**src/hw/rtl/cc1s_pkg.sv**
```systemverilog
`default_nettype none
package cc1s_pkg;

	localparam int TAPS_DEF   = 4;
	localparam int SAMPLE_W   = 16;
	localparam int WIN_DEPTH  = 4;
	localparam int WIN_IW     = 2;
	localparam int CFG_IDX_W  = 3;
	localparam int CFG_DATA_W = 16;
	localparam int MUL_W      = 17;
	localparam int PROD_W     = 2 * MUL_W;
	localparam int ACC_W      = 35;
	localparam int SIG_W      = 16;

	localparam logic [CFG_IDX_W-1:0] REG_TAP_OLDEST   = 3'd0;
	localparam logic [CFG_IDX_W-1:0] REG_TAP_OLDER    = 3'd1;
	localparam logic [CFG_IDX_W-1:0] REG_TAP_PREVIOUS = 3'd2;
	localparam logic [CFG_IDX_W-1:0] REG_TAP_CURRENT  = 3'd3;
	localparam logic [CFG_IDX_W-1:0] REG_BIAS_VALUE   = 3'd4;
	localparam logic [CFG_IDX_W-1:0] REG_SILU_ENABLE  = 3'd5;

	localparam logic [63:0] EXP_STEP = 64'd4034748383;

	typedef enum logic [2:0] {
		ST_IDLE,
		ST_MAC,
		ST_ADD,
		ST_ROUND,
		ST_SILU,
		ST_EMIT
	} state_t;

	typedef logic [255:0][SIG_W-1:0] sig_table_t;

	// restoring long division, elaboration only
	function automatic logic [63:0] udiv64(input logic [63:0] num, input logic [63:0] dvs);
		logic [63:0] q;
		logic [64:0] r;
		q = '0;
		r = '0;
		for (int i = 63; i >= 0; i--) begin
			r = {r[63:0], num[i]};
			if (r >= {1'b0, dvs}) begin
				r = r - {1'b0, dvs};
				q[i] = 1'b1;
			end
		end
		return q;
	endfunction

	// sigmoid at the lower edge of each 1/16 bin over [-8,8), unsigned Q0.16
	function automatic sig_table_t build_sig_table();
		sig_table_t t;
		logic [63:0] p;
		logic [63:0] den;
		logic [63:0] s;
		logic [16:0] neg;
		t = '0;
		p = 64'd1 << 32;
		for (int k = 0; k <= 128; k++) begin
			den = (64'd1 << 32) + p;
			s = udiv64((64'd1 << 48) + (den >> 1), den);
			if (k < 128) begin
				t[128 + k] = s[SIG_W-1:0];
			end
			if (k >= 1) begin
				neg = 17'h10000 - s[16:0];
				t[128 - k] = neg[SIG_W-1:0];
			end
			p = (p * EXP_STEP + (64'd1 << 31)) >> 32;
		end
		return t;
	endfunction

	localparam sig_table_t SIG_TABLE = build_sig_table();

endpackage
`default_nettype wire

```
**src/hw/rtl/causal_conv1d_silu_filter_top.sv**
```systemverilog
// Causal depthwise conv1d with optional SiLU, one channel.
// Input channel: src_valid / src_stall carry sample_in (Q4.12) and restart.
// A beat is taken when src_valid is high and src_stall low. restart clears
// the three-sample history before the beat's sample is used.
// Output channel: dst_valid / dst_stall carry sample_out (Q4.12), one beat
// per input beat, held in an output register until taken.
// Config: cfg_we writes cfg_data into register cfg_idx (0..3 taps oldest to
// current, 4 bias, 5 SiLU enable); other indices are ignored. Write only
// when idle.
// Datapath: one 17x17 multiplier is shared by all taps and the SiLU scale.
// After a beat is taken the block works a MAC step per tap, one add, one
// round, one SiLU multiply when enabled and one emit step. The result is
// loaded into the output register in the emit step, and a new beat is taken
// only once the block has gone back to idle after that emit step.
// src_stall is high while an item is being worked on. If dst_stall holds a
// previous result, the emit step waits until the output register frees.
// Reset: history cleared, taps and bias zero, SiLU enabled, no result pending.
`default_nettype none
module causal_conv1d_silu_filter_top
	import cc1s_pkg::*;
#(
	parameter int TAPS = TAPS_DEF
) (
	input  wire logic                         clk,
	input  wire logic                         arst_n,
	input  wire logic                         src_valid,
	output logic                              src_stall,
	input  wire logic signed [SAMPLE_W-1:0]   sample_in,
	input  wire logic                         restart,
	output logic                              dst_valid,
	input  wire logic                         dst_stall,
	output logic signed [SAMPLE_W-1:0]        sample_out,
	input  wire logic                         cfg_we,
	input  wire logic [CFG_IDX_W-1:0]         cfg_idx,
	input  wire logic [CFG_DATA_W-1:0]        cfg_data
);

	localparam int CNT_W = (TAPS > 1) ? $clog2(TAPS) : 1;
	localparam logic [CNT_W-1:0] CNT_LAST = CNT_W'(TAPS - 1);

	state_t state_q, state_d;

	logic signed [SAMPLE_W-1:0] tap_q [WIN_DEPTH];
	logic signed [SAMPLE_W-1:0] bias_q;
	logic                       silu_q;
	logic signed [SAMPLE_W-1:0] win_q [WIN_DEPTH];

	logic [CNT_W-1:0]           cnt_q;
	logic signed [ACC_W-1:0]    acc_q;
	logic signed [PROD_W-1:0]   prod_q;
	logic signed [SAMPLE_W-1:0] y_q;
	logic                       dst_valid_q;
	logic signed [SAMPLE_W-1:0] sample_out_q;

	logic                       accept;
	logic                       out_free;
	logic                       out_load;
	logic signed [MUL_W-1:0]    mul_a, mul_b;
	logic signed [PROD_W-1:0]   mul_p;
	logic signed [ACC_W-1:0]    rnd_sum;
	logic signed [ACC_W-15:0]   rnd_y;
	logic signed [SAMPLE_W-1:0] sat_y;
	logic [7:0]                 sig_idx;
	logic signed [PROD_W-1:0]   scl_sum;
	logic signed [SAMPLE_W-1:0] result;
	logic [WIN_IW-1:0]          tap_sel;

	assign accept    = src_valid && !src_stall;
	assign out_free  = !dst_valid_q || !dst_stall;
	assign dst_valid = dst_valid_q;
	assign sample_out = sample_out_q;

	always_ff @(posedge clk or negedge arst_n) begin
		if (!arst_n) begin
			state_q <= ST_IDLE;
		end else begin
			state_q <= state_d;
		end
	end

	always_comb begin
		state_d   = state_q;
		src_stall = 1'b1;
		out_load  = 1'b0;
		unique case (state_q)
			ST_IDLE: begin
				src_stall = 1'b0;
				if (src_valid) begin
					state_d = ST_MAC;
				end
			end
			ST_MAC: begin
				if (cnt_q == CNT_LAST) begin
					state_d = ST_ADD;
				end
			end
			ST_ADD:   state_d = ST_ROUND;
			ST_ROUND: state_d = silu_q ? ST_SILU : ST_EMIT;
			ST_SILU:  state_d = ST_EMIT;
			ST_EMIT: begin
				if (out_free) begin
					out_load = 1'b1;
					state_d  = ST_IDLE;
				end
			end
			default: state_d = ST_IDLE;
		endcase
	end

	// shared multiplier
	assign tap_sel = WIN_IW'(cnt_q);
	assign sig_idx = {~y_q[15], y_q[14:8]};
	assign mul_a = (state_q == ST_SILU) ? MUL_W'(y_q) : MUL_W'(tap_q[tap_sel]);
	assign mul_b = (state_q == ST_SILU) ? $signed({1'b0, SIG_TABLE[sig_idx]})
	                                    : MUL_W'(win_q[tap_sel]);
	assign mul_p = mul_a * mul_b;

	assign rnd_sum = acc_q + ACC_W'(8192);
	assign rnd_y   = rnd_sum[ACC_W-1:14];

	always_comb begin
		if (rnd_y > (ACC_W-14)'(32767)) begin
			sat_y = 16'sh7fff;
		end else if (rnd_y < -(ACC_W-14)'(32768)) begin
			sat_y = 16'sh8000;
		end else begin
			sat_y = rnd_y[SAMPLE_W-1:0];
		end
	end

	assign scl_sum = prod_q + PROD_W'(32768);
	assign result  = silu_q ? scl_sum[31:16] : y_q;

	// config registers
	always_ff @(posedge clk or negedge arst_n) begin
		if (!arst_n) begin
			for (int i = 0; i < WIN_DEPTH; i++) begin
				tap_q[i] <= '0;
			end
			bias_q <= '0;
			silu_q <= 1'b1;
		end else if (cfg_we) begin
			case (cfg_idx)
				REG_TAP_OLDEST:   tap_q[3] <= cfg_data;
				REG_TAP_OLDER:    tap_q[2] <= cfg_data;
				REG_TAP_PREVIOUS: tap_q[1] <= cfg_data;
				REG_TAP_CURRENT:  tap_q[0] <= cfg_data;
				REG_BIAS_VALUE:   bias_q   <= cfg_data;
				REG_SILU_ENABLE:  silu_q   <= cfg_data[0];
				default: ;
			endcase
		end
	end

	// sample window: entry 0 current, entries 1..3 history
	always_ff @(posedge clk or negedge arst_n) begin
		if (!arst_n) begin
			for (int i = 0; i < WIN_DEPTH; i++) begin
				win_q[i] <= '0;
			end
		end else if (accept) begin
			win_q[0] <= sample_in;
			for (int i = 1; i < WIN_DEPTH; i++) begin
				win_q[i] <= restart ? '0 : win_q[i-1];
			end
		end
	end

	always_ff @(posedge clk or negedge arst_n) begin
		if (!arst_n) begin
			cnt_q <= '0;
		end else if (accept) begin
			cnt_q <= '0;
		end else if (state_q == ST_MAC) begin
			cnt_q <= cnt_q + CNT_W'(1);
		end
	end

	always_ff @(posedge clk) begin
		if (accept) begin
			acc_q <= ACC_W'(bias_q) <<< 14;
		end else if ((state_q == ST_MAC && cnt_q != '0) || state_q == ST_ADD) begin
			acc_q <= acc_q + ACC_W'(prod_q);
		end
		if (state_q == ST_MAC || state_q == ST_SILU) begin
			prod_q <= mul_p;
		end
		if (state_q == ST_ROUND) begin
			y_q <= sat_y;
		end
		if (out_load) begin
			sample_out_q <= result;
		end
	end

	always_ff @(posedge clk or negedge arst_n) begin
		if (!arst_n) begin
			dst_valid_q <= 1'b0;
		end else if (out_load) begin
			dst_valid_q <= 1'b1;
		end else if (!dst_stall) begin
			dst_valid_q <= 1'b0;
		end
	end

endmodule
`default_nettype wire

```
**config.mk**
```make
export PLATFORM = sky130hd
export DESIGN_NAME = causal_conv1d_silu_filter_top
export DESIGN_NICKNAME = d
export VERILOG_FILES = /design/src/hw/rtl/cc1s_pkg.sv /design/src/hw/rtl/causal_conv1d_silu_filter_top.sv
export SDC_FILE = /design/constraint.sdc
export NUM_CORES = 2
export LEC_CHECK = 0
export ABC_CLOCK_PERIOD_IN_PS = 8400
export BUFFER_PORTS_ARGS = -buffer_cell sky130_fd_sc_hd__buf_2
export CAP_MARGIN = 10
export CORE_MARGIN = 2
export CORE_UTILIZATION = 55
export DETAILED_ROUTE_END_ITERATION = 10
export GPL_TIMING_DRIVEN = 0
export PLACE_DENSITY = 0.78
export SYNTH_ARGS = -nofsm -noshare
export SYNTH_HDL_FRONTEND = slang
export SYNTH_SLANG_ARGS = --single-unit
```
**constraint.sdc**
```tcl
create_clock -name clk -period 8.4 [get_ports clk]
set_input_delay 0.84 -clock clk [delete_from_list [all_inputs] [get_ports clk]]
set_output_delay 0.84 -clock clk [all_outputs]
set_load 0.005 [all_outputs]
```
==> summary.txt <==
Worst setup path
  • Kind of cell adding the most delay to the critical path: adder cells
  • Startpoint Class: flop
  • CP max FO: 7
  • CP Data Arrival Time: 9.15 ns
  • Data required time at the worst endpoint: 8.68 ns
  • Critical path buffers and inverters: 7
  • Most frequent CP cell: fa_1
  • Crit-path max cell delay: 0.56 ns
  • CP Class: flop to flop
  • Worst Setup End Kind: flop
  • Crit path max-delay cell type: mux4_2

Yosys
  • Seq/Total Area, Yosys: 24.2%
  • Number of flops mapped to enable cells by yosys: 87
  • Synth warnings: 0
  • Post-Syn Area: 0.0276 mm2
  • Yosys reg bits: 252
  • Post-synth top area share: 20.9%
  • Cells after synthesis: 3042
  • Synth unique cells: 92
  • Most used DFF post-synth: dfrtp_1
  • Area leader, netlist: fa_1
  • Net Count, Synth: 3508
  • FFs w/ async S/R, synth: 59.9%
  • Top cells by area, synth: fa_1, dfrtp_1, edfxtp_1, ha_1, nand2_1
  • Syn avg cell area: 9.08 um2

Layout
  • Fin area: 0.0321 mm2
  • Nets: 3700
  • Layout area overhead: 16.3%
  • Final Util: 64.4%
  • Layout cells sized above 1: 21.6%
  • # diodes: 0
  • Fillers: 3963

Timing
  • Final Setup Violations: 12
  • Final Max Slew Viols: 0
  • RSZ-0062 raised after global routing: true
  • Slew headroom: 8.43%
  • Final hold slack: 0.222 ns
  • Least-Margin Pin Slew: 1.36 ns
  • Minimum clock period: 8.87 ns
  • Final Hold Vio Count: 0
  • Final Cycle Share: 106%
  • Setup ws final: -0.468 ns
  • Max Clock Skew: 0.0270 ns
  • Fmax: 113 MHz

Place
  • Dpl hpwl: 83100 um
  • Port Buf Inserts: 55
  • GPL Wtd Cong: 1.05
  • Post-Place Setup Slack: -3.00 ns
  • Placed Instance Area: 0.0289 mm2

GRT
  • Total GRT Usage: 42.6%
  • Vias in the first global route: 26000
  • Initial antenna violation count: 2
  • First-pass GRT wire length: 165000 um
  • Pin count of the biggest net entering global routing: 109
  • Grt ovf: 0

Flow run
  • Max-cap violation count: 0

Die
  • Die Ht: 228 um
  • Row Count: 82
  • # IOs: 59
  • Die area: 0.0520 mm2
  • Core area: 0.0499 mm2
  • Chip Width: 228 um
  • Starting Density: 55.4%

Route
  • Starting DRT DRC Count: 3005
  • Vias: 25800
  • DRT antenna net count: 0
  • Drt pass-1 iters: 7
  • Vias per inst: 6.57
  • Drt total wl: 112000 um
  • Post-route DRC: 0
  • Drt wl/cell: 28.7 um

Run status
  • Failing checks: setup timing
  • Status: complete, but fails checks

Clock tree
  • Clk buf depth: 3
  • Clock Tree Root: clkbuf_16
  • Clk_lat worst skew: 0.55 ns
  • CTS Buf Count: 24
  • CTS Sinks: 252
  • CTS tree: yes
  • H-tree Lvls: 1
  • Clock-pin slew on the worst setup and hold paths: 0.07 ns

Hold path
  • Worst hold path type: primary input to asynchronous set/reset pin
==> worst reg2reg max path, delay by kind of cell (launching register included) <==
kind / cells / cell delay (ns)
buffers and inverters: 7 / 0.81
AO/OA/AOI/OAI: 8 / 2.09
AND/OR/NAND/NOR: 6 / 0.99
XOR/XNOR: 1 / 0.16
adder cells (fa/ha/maj): 8 / 3.53
flip-flops: 1 / 0.48
multiplexers: 1 / 0.56
==> sequential cells by signal (all words and copies together) (netlist names) <==
register,flops
acc_q,35
bias_q,16
cnt_q,2
dst_valid,1
prod_q,34
sample_out,16
silu_q,1
state_q,3
tap_q,64
win_q,64
y_q,16
==> final timing paths <==
path                               start         end  slack [ns]  depth (start not counted)
worst max register to register    y_q[9]  prod_q[33]       -0.47                         31
worst max-delay path              y_q[9]  prod_q[33]       -0.47                         31
max in group asynchronous         arst_n      silu_q        7.33                          2
min in group clk                acc_q[0]    acc_q[0]        0.47                          2
worst min-delay path              arst_n   win_q[53]        0.22                          1
worst min register to register  acc_q[0]    acc_q[0]        0.47                          2
==> Yosys cell counts, types with 8 or more instances <==
library cell	number
mux2i_1	20
nor2_2	13
a311oi_1	24
o22ai_1	12
o21ai_1	10
dfxtp_1	14
buf_6	10
a211oi_1	32
nor3_1	46
buf_2	60
buf_1	14
nand3b_1	51
a31oi_1	26
or2_2	12
and2_1	20
and3_1	17
o21ai_0	141
clkbuf_1	88
o31ai_1	11
nand2b_1	48
nor2b_1	28
o311ai_0	11
ha_1	137
nand2_1	404
edfxtp_1	87
nand3_1	66
a21oi_1	154
xnor2_1	54
fa_1	288
dfrtp_1	150
xor2_1	44
o211ai_1	22
mux2_2	84
a21o_1	28
nand4_1	8
inv_1	380
mux4_2	45
nor2_1	250
==> layer usage <==
layer	up-vias	GRT usage (%)	wire (um)
met5	-	0	27
met4	4	20.6	6570
met3	402	14.4	15500
met2	1955	63.3	48200
met1	12800	56.0	42200
li1	10600	-	-
==> placed cells by master (no fill, tap or decap), types with 20 or more instances in the layout <==
cell       synthesis  layout
a211oi_1          32      21
a21o_1            28      28
a21oi_1          154     137
buf_2             60      90
buf_4              7     113
buf_6             10      28
clkbuf_1          88      64
clkbuf_16          0      25
clkbuf_2           1      20
dfrtp_1          150     150
edfxtp_1          87      87
fa_1             288     278
ha_1             137     114
inv_1            380     364
mux2_2            84      84
mux4_2            45      45
nand2_1          404     390
nand2b_1          48      42
nand3_1           66      66
nand3b_1          51      51
nor2_1           250     227
nor2_2            13      22
nor3_1            46      40
o211ai_1          22      22
o21ai_0          141     127
xnor2_1           54      51
xor2_1            44      42
==> repair_timing <==
action,CTS,global route
buffers inserted,81,28
hold buffers,0,0
pin swaps,74,108
gates resized for setup,260,151
endpoints found under the setup margin,29,16
gates cloned,1,0
==> logic make-up (layout without fill, tap and decap cells) <==
logic type,Yosys count,count (layout),share of synthesized area (%)
adders and majority gates,425,425,27.1
buffers and inverters,564,774,8.35
xor gates and xnor gates,98,98,3.11
and+or+nand+nor,991,991,16.4
DFF,252,252,24.2
muxes,149,149,7.82
AOI/OAI and AO/OA,563,563,13.1
==> per-stage QoR <==
step	instances	TNS [ns]
floorplan	3042	0
global placement	3769	-83.35
detailed placement	3778	-53.49
CTS	3898	-0.134
global route	3924	-3.91
finish	3924	-3.09
==> final cells by class <==
class	instances	area (um2)	share of cell area [%]
clock buffer	29	652	2.03
buffer	173	1100	3.42
sequential	252	6670	20.8
timing repair buffer	174	1310	4.06
tap	672	841	2.62
inverter	383	1460	4.54
multi-input combinational	2226	19900	61.9
clock inverter	15	203	0.631
Power is not shown: default switching activity piles up to over one toggle a cycle in this logic, so the estimate is an artifact.
